File: src/rtl/sae_row.sv
// sae_row: selects one transition of a row and builds the row with it replaced
// no dependencies
`default_nettype none
module sae_row #(
  parameter int N    = 26,
  parameter int EW   = 11,
  parameter int SELW = 5
) (
  input  wire logic [N*EW-1:0] row_i,
  input  wire logic [SELW-1:0] sel_i,
  input  wire logic [EW-1:0]   val_i,
  output logic      [EW-1:0]   entry_o,
  output logic      [N*EW-1:0] row_upd_o
);

  always_comb begin
    entry_o   = '0;
    row_upd_o = row_i;
    for (int i = 0; i < N; i++) begin
      if (sel_i == SELW'(i)) begin
        entry_o                = row_i[i*EW +: EW];
        row_upd_o[i*EW +: EW]  = val_i;
      end
    end
  end

endmodule
`default_nettype wire

File: config.mk
export PLATFORM = sky130hd
export DESIGN_NAME = sae_row
export DESIGN_NICKNAME = d
export VERILOG_FILES = /design/src/rtl/sae_row.sv
export SDC_FILE = /design/constraint.sdc
export NUM_CORES = 1
export LEC_CHECK = 0
export BUFFER_PORTS_ARGS = -buffer_cell sky130_fd_sc_hd__buf_4
export CORE_AREA = 2 2 236 238
export DETAILED_ROUTE_END_ITERATION = 7
export DIE_AREA = 0 0 238 240
export PLACE_DENSITY = 0.36
export REMOVE_ABC_BUFFERS = 1
export SETUP_SLACK_MARGIN = 0.3
export SLEW_MARGIN = 10
export SYNTH_ARGS = -nofsm -noshare
export SYNTH_HDL_FRONTEND = slang
export SYNTH_SLANG_ARGS = --single-unit
File: constraint.sdc
create_clock -name vclk -period 2
set_clock_uncertainty 0.15 [all_clocks]
set_input_delay 0.1 -clock vclk [all_inputs]
set_output_delay 0.1 -clock vclk [all_outputs]
set_load 0.01 [all_outputs]
==> results.sh <==
export IMPL_outcome="finished, violations left"
export IMPL_drive_gt1_share_pct=68.5
export IMPL_tightest_slew_ns=0.759
export IMPL_maxSlewViolCount=0
export IMPL_final_cell_mix="buf_4, nand2_1, buf_6, mux2_2, nand2_2"
export IMPL_synth_cell_types=69
export IMPL_detail_route_wl_per_cell_um=28.2
export IMPL_crit_family="buffers and inverters"
export IMPL_die_area_um2=57100
export IMPL_max_stage_delay_ns=0.27
export IMPL_yosys_warnings=0
export IMPL_critPathKind="input port to output port"
export IMPL_finalHoldViolations=0
export IMPL_finalCriticalPeriod_ns=2.21
export IMPL_pre_cts_slack_ns=-0.845
export IMPL_drc=0
export IMPL_die_h_um=240
export IMPL_drv_cap=0
export IMPL_seq_cells=0
export IMPL_clkbuf_count=0
export IMPL_grt_pass1_vias=12300
export IMPL_ios=599
export IMPL_place_gp_congestion=0.861
export IMPL_grt_pass1_wl_um=97300
export IMPL_layout_commonest_cell="buf_4"
export IMPL_place_hpwl_um=60500
export IMPL_fillers=5984
export IMPL_syn_area_per_cell_um2=6.15
export IMPL_totalWireLength_um=74000
export IMPL_area_delta_synth_final_pct=152
export IMPL_crit_buf_inv=6
export IMPL_hold_slack_ns=0.340
export IMPL_drt_iter0_markers=639
export IMPL_finalSetupViolCount=20
export IMPL_cpMaxStageDelayCell="nor3b_4"
export IMPL_hold_buffers=0
export IMPL_numPortBuffers=599
export IMPL_grtUsageTotal_pct=24.0
export IMPL_crit_top_cell="buf_4"
export IMPL_synth_cell_area_um2=6620
export IMPL_cp_max_fo=11
export IMPL_end_kind="output port"
export IMPL_cp_data_required_time_ns=1.75
export IMPL_finalNetCount=2217
export IMPL_num_rows=86
export IMPL_grt_overflow=0
export IMPL_worst_slack_ns=-0.209
export IMPL_cp_depth=12
export IMPL_crit_chain="buf_12 > buf_8 > nor3b_4 > and2_4 > buf_12 > a22oi_2 > o211ai_1 > buf_4 > o21ai_4 > buf_4 > o211ai_1 > buf_4"
export IMPL_holdPathStages=4
export IMPL_vias_per_cell=4.57
export IMPL_start_util_pct=12.1
export IMPL_violations="setup timing"
export IMPL_grt_max_degree=27
export IMPL_design_core_area_um2=54700
export IMPL_ant_nets=0
export IMPL_multiInputGateArea_um2=7300
export IMPL_regArea_um2=0
export IMPL_fin_crit_sh_pct=110
export IMPL_rsz0062_at_grt="yes"
export IMPL_hold_class="input port to output port"
export IMPL_firstDrtPassIters=5
export IMPL_fmax_ghz=0.453
export IMPL_vias=12000
export IMPL_arrival_ns=1.96
export IMPL_relSlewSlack_pct=48.9
export IMPL_fp_dieW_um=238
export IMPL_start_kind="input port"
export IMPL_syn_instance_count=1077
export IMPL_yosysSeqAreaShare_pct=0
export IMPL_antenna_found_initial=6
[stage by stage]
stage               area [µm²]  util, %  instances  setup TNS (ns)
finish                   16700     30.5       2622           -2.12
global route             16700     30.5       2620           -3.57
CTS                      15600     28.5       2589           -2.02
detailed placement       13700     25.1       2547          -17.34
global placement         13700     25.1       2547          -15.07
floorplan                 6130        -        971         -0.0294
[cells by family after synthesis]
| group | count (synthesis) | share of synthesized area, % |
|---|---|---|
| xor gates and xnor gates | 1 | 0.132 |
| muxes | 197 | 33.1 |
| buffers and inverters | 111 | 7.71 |
| AOI/OAI and AO/OA | 228 | 24.0 |
| and+or+nand+nor | 540 | 35.1 |
[path summary, 6_finish.rpt]
path              slack, ns             end        from
setup / recovery      -0.21      entry_o[8]    sel_i[4]
hold / removal         0.34  row_upd_o[281]  row_i[281]
[per-layer routing]
| metal | routed length (µm) | track usage [%] | share of wire, % |
|---|---|---|---|
| met4 | 1420 | 4.81 | 1.9 |
| met2 | 36500 | 42.9 | 49 |
| met3 | 3440 | 2.89 | 4.6 |
| met5 | 41 | 0 | 0.055 |
| met1 | 32600 | 31.1 | 44 |
[cell type report]
class	count	share of cell area (%)
well taps	704	5.29
inverters	5	0.135
diodes	5	0.0751
multi-input cells	966	43.8
repair buffers	942	50.7
[synthesized netlist by cell type (all sizes together), types with 13 or more instances]
master | n | area, µm²
nand2 | 409 | 1540
mux2 | 174 | 1960
buf | 53 | 292
clkbuf | 53 | 200
a21oi | 38 | 194
nor2 | 35 | 136
o21ai | 34 | 170
mux2i | 23 | 230
a211oi | 22 | 165
o22ai | 21 | 131
nor2b | 18 | 113
nor3 | 15 | 80.1
a22oi | 13 | 97.6
[what timing repair did]
item | 4_1_cts | 5_1_grt
pin swaps | 70 | 64
buffers inserted | 36 | 23
gates resized for setup | 353 | 198
endpoints found under the hold margin | 0 | 0
endpoints found under the setup margin | 297 | 265
gates cloned | 6 | 5
