**src/rtl/sae_ram.sv**
```systemverilog
// sae_ram: generic single write port, single read port ram with registered read
// no dependencies
`default_nettype none
module sae_ram #(
  parameter int WIDTH = 8,
  parameter int DEPTH = 16
) (
  input  wire logic                     clk_i,
  input  wire logic                     we_i,
  input  wire logic [$clog2(DEPTH)-1:0] waddr_i,
  input  wire logic [WIDTH-1:0]         wdata_i,
  input  wire logic [$clog2(DEPTH)-1:0] raddr_i,
  output logic      [WIDTH-1:0]         rdata_o
);

  logic [WIDTH-1:0] mem_q [DEPTH];

  always_ff @(posedge clk_i) begin
    if (we_i) begin
      mem_q[waddr_i] <= wdata_i;
    end
    rdata_o <= mem_q[raddr_i];
  end

endmodule
`default_nettype wire

```
**config.mk**
```make
export PLATFORM = sky130hd
export DESIGN_NAME = sae_ram
export DESIGN_NICKNAME = d
export VERILOG_FILES = /design/src/rtl/sae_ram.sv
export SDC_FILE = /design/constraint.sdc
export NUM_CORES = 1
export LEC_CHECK = 0
export BUFFER_PORTS_ARGS = -buffer_cell sky130_fd_sc_hd__buf_2
export CAP_MARGIN = 10
export CORE_MARGIN = 5
export CORE_UTILIZATION = 60
export DETAILED_ROUTE_END_ITERATION = 12
export GPL_TIMING_DRIVEN = 0
export HOLD_SLACK_MARGIN = 0.05
export PLACE_DENSITY = 0.78
export SYNTH_ARGS = -nofsm -noshare
export SYNTH_HDL_FRONTEND = slang
export SYNTH_SLANG_ARGS = --single-unit
```
**constraint.sdc**
```tcl
create_clock -name clk_i -period 2.02 [get_ports clk_i]
set_input_delay 0.404 -clock clk_i [delete_from_list [all_inputs] [get_ports clk_i]]
set_output_delay 0.404 -clock clk_i [all_outputs]
set_load 0.01 [all_outputs]
```
==> flow_summary.ini <==
[cts]
clkLatencyLatePin_ps = 510
clockRootBuffer = clkbuf_8
cts_setup_buffers = 0
post_cts_resize_count = 0
cts_tree = built
cts_sinks = 136
clk_pin_slew_ps = 60
numCtsBuffers = 17
clk_path_buf_depth = 2
h-tree-depth = 4
holdBufCountCts = 0

[drt]
viasPerCell = 6.313
wl_per_cell_um = 25.47
drcViolationCount = 0
dr.pass1.iters = 4
wirelength_mm = 10.01
vias = 2481
drt-initial-drc-count = 211
ant_nets = 0

[die]
std_cell_rows = 33
dieArea_um2 = 10530
core_um2 = 8299
num_io_pins = 26
dieHeight_um = 102.6
die_w_um = 102.6
initial_utilization_pct = 62.02

[sta]
fin_crit_sh_pct = 76.22
min_period_ps = 1540
setup_viol = 0
worst_slack_ps = 480.4
drv_slew = 0
relSlewSlack_pct = 28.22
finalHoldViolCount = 0
rsz0062_at_grt = no
fmax_ghz = 0.6495
clock_skew_ps = 8.268
worst-slew-pin-transition_ps = 1068

[grt]
use_met1_pct = 30.83
grt_pass1_vias = 2521
top_usage_layer = met2
grt_start_max_net_pins = 17
grt_util_met3_pct = 6.089
use_met2_pct = 31.78
grt_util_all_layers_pct = 21.62
grt_pass1_wl_mm = 15.30
antenna_found_initial = 0
grt_overflow_total = 0

[synthesis]
synthSimpleGateAreaFrac_pct = 3.184
synth_fa_ha_area_share_pct = 0
avgSynthCellArea_um2 = 22.48
syn_area_um2 = 5147
synthCells = 229
syn_nets = 247
ys_warn_count = 0
synth_top_area_share_pct = 74.67
synth.yosys.seq_area_share_pct = 77.78
synth_compound_area_share_pct = 2.333
synthMuxAreaShare_pct = 15.02
synthXorXnorAreaFrac_pct = 0
synth_top_family_by_area = multiplexers
synthTopCellsByArea = edfxtp_1, mux4_2, mux4_1
synth-seq-cells = 136
yosysTopAreaCell = edfxtp_1
yosysUniqueCellTypes = 19

[pwr]
combPwrFrac_pct = 4.5
p_leak_nw = 2.076
net-switching-power_mw = 1.311
powerDensity_nw_per_um2 = 1129
ir_worst_vdd_uv = 921.0
power_frac_seq_pct = 46.2
power.clock.fraction_pct = 49.3
switching_share_pct = 19.11
cellInternalPower_mw = 5.550

[worst_setup_path]
cp-end-kind = flip-flop
critPathLaunchType = input port
crit_type = input port to flip-flop
cp_data_required_time_ps = 2160
path_delay_family = simple AND/OR/NAND/NOR gates
slowest_stage = nor2_1
crit_arrival_ps = 1680
critPathMaxFanout = 8
crit_buf_inv = 1
max_stage_delay_ps = 630
worstPathCellList = buf_2, or3b_2, nor2_1

[cells_and_area]
drive_gt1_share_pct = 30.21
fin_util_pct = 73.21
multi_input_area_um2 = 1057
antenna_cells = 0
final_cell_area_um2 = 6076
fill_cells = 454
register_area_um2 = 4004
area_growth_pct = 18.04
nNetsFinal = 293

[hold_path]
hp-class = input port to flip-flop

[placed_design]
hpwl_mm = 6.288
dpl_cell_area_um2 = 5399
port_buffers = 24
pre_cts_ws_ps = -521.8
gp_congestion = 0.6958

[job]
maxCapViolCount = 0

[outcome]
outcome = finished, final reports clean
==> layer usage <==
metal,vias up,part of all wire (%)
met2,121,50
met4,0,2.0
met3,16,7.8
li1,1067,-
met5,-,0
met1,1277,40
==> worst reg2reg max path: cells and delay by family, from the launching register on <==
| kind | cells | cell delay [ps] |
|---|---|---|
| AO/OA/AOI/OAI | 1 | 220 |
| flip-flops | 1 | 420 |
| AND/OR/NAND/NOR | 1 | 80 |
| multiplexers | 1 | 590 |
==> layout by cell type, fill, tap and decap left out, types with 2 or more instances in the layout <==
cell / count
buf_6: 3
nor3_1: 4
mux4_2: 18
nand2_1: 9
mux4_1: 14
clkinv_4: 2
nand3b_1: 2
edfxtp_1: 128
nand2b_1: 2
clkdlybuf4s25_2: 3
buf_2: 29
a22oi_1: 16
clkbuf_16: 16
dfxtp_1: 8
clkbuf_8: 5
nor2_1: 13
bufinv_16: 5
==> logic make-up after synthesis <==
logic type / after synthesis
buffers and inverters: 10
AOI/OAI and AO/OA: 16
muxes: 32
and+or+nand+nor: 35
DFF: 136
==> metrics by stage <==
stage	instances	TNS [ps]	total power, mW	hold slack (ps)
global placement	358	-5523	3.515	652.7
CTS	390	0	6.882	266.8
finish	393	0	6.861	296.7
detailed placement	358	-6079	3.534	672.6
global route	393	0	7.046	275.1
floorplan	229	0	3.396	502.9
==> synth_stat cells (all sizes together) <==
cell	instances
mux4	32
nor2	13
edfxtp	128
and2b	1
nor2b	1
nand2b	2
dfxtp	8
nand2	9
nand3	1
buf	7
and2	1
nor3	4
nand3b	2
or3b	1
clkdlybuf4s25	3
a22oi	16
==> power by group through the flow <==
| stage | combinational [mW] | clock (mW) | sequential, mW |
|---|---|---|---|
| finish | 0.306 | 3.38 | 3.17 |
| global route | 0.329 | 3.54 | 3.18 |
| CTS | 0.306 | 3.40 | 3.17 |
| detailed placement | 0.303 | 0 | 3.23 |
| global placement | 0.292 | 0 | 3.22 |
| floorplan | 0.160 | 0 | 3.24 |
==> registers in the layout (all words and copies together) (netlist names) <==
signal	cells
mem_q	128
rdata_o	8
==> final cells by class <==
cell class / instances / share of cell area [%]
multi-input cells: 83 / 17.40
flip-flops and latches: 136 / 65.90
clock inverters: 10 / 3.110
clock buffers: 22 / 7.784
well taps: 105 / 2.162
plain buffers: 10 / 1.421
repair buffers: 27 / 2.224
==> path summary, 6_finish.rpt <==
check,from,to,slack (ps),cells after the start
worst min register to register,mem_q[8][1],rdata_o[1],680,3
worst max-delay path,waddr_i[2],mem_q[1][3],480,3
worst max register to register,mem_q[5][1],rdata_o[1],590,3
worst min-delay path,wdata_i[5],mem_q[13][5],300,1
No activity file was read; power rests on OpenSTA's default activity.
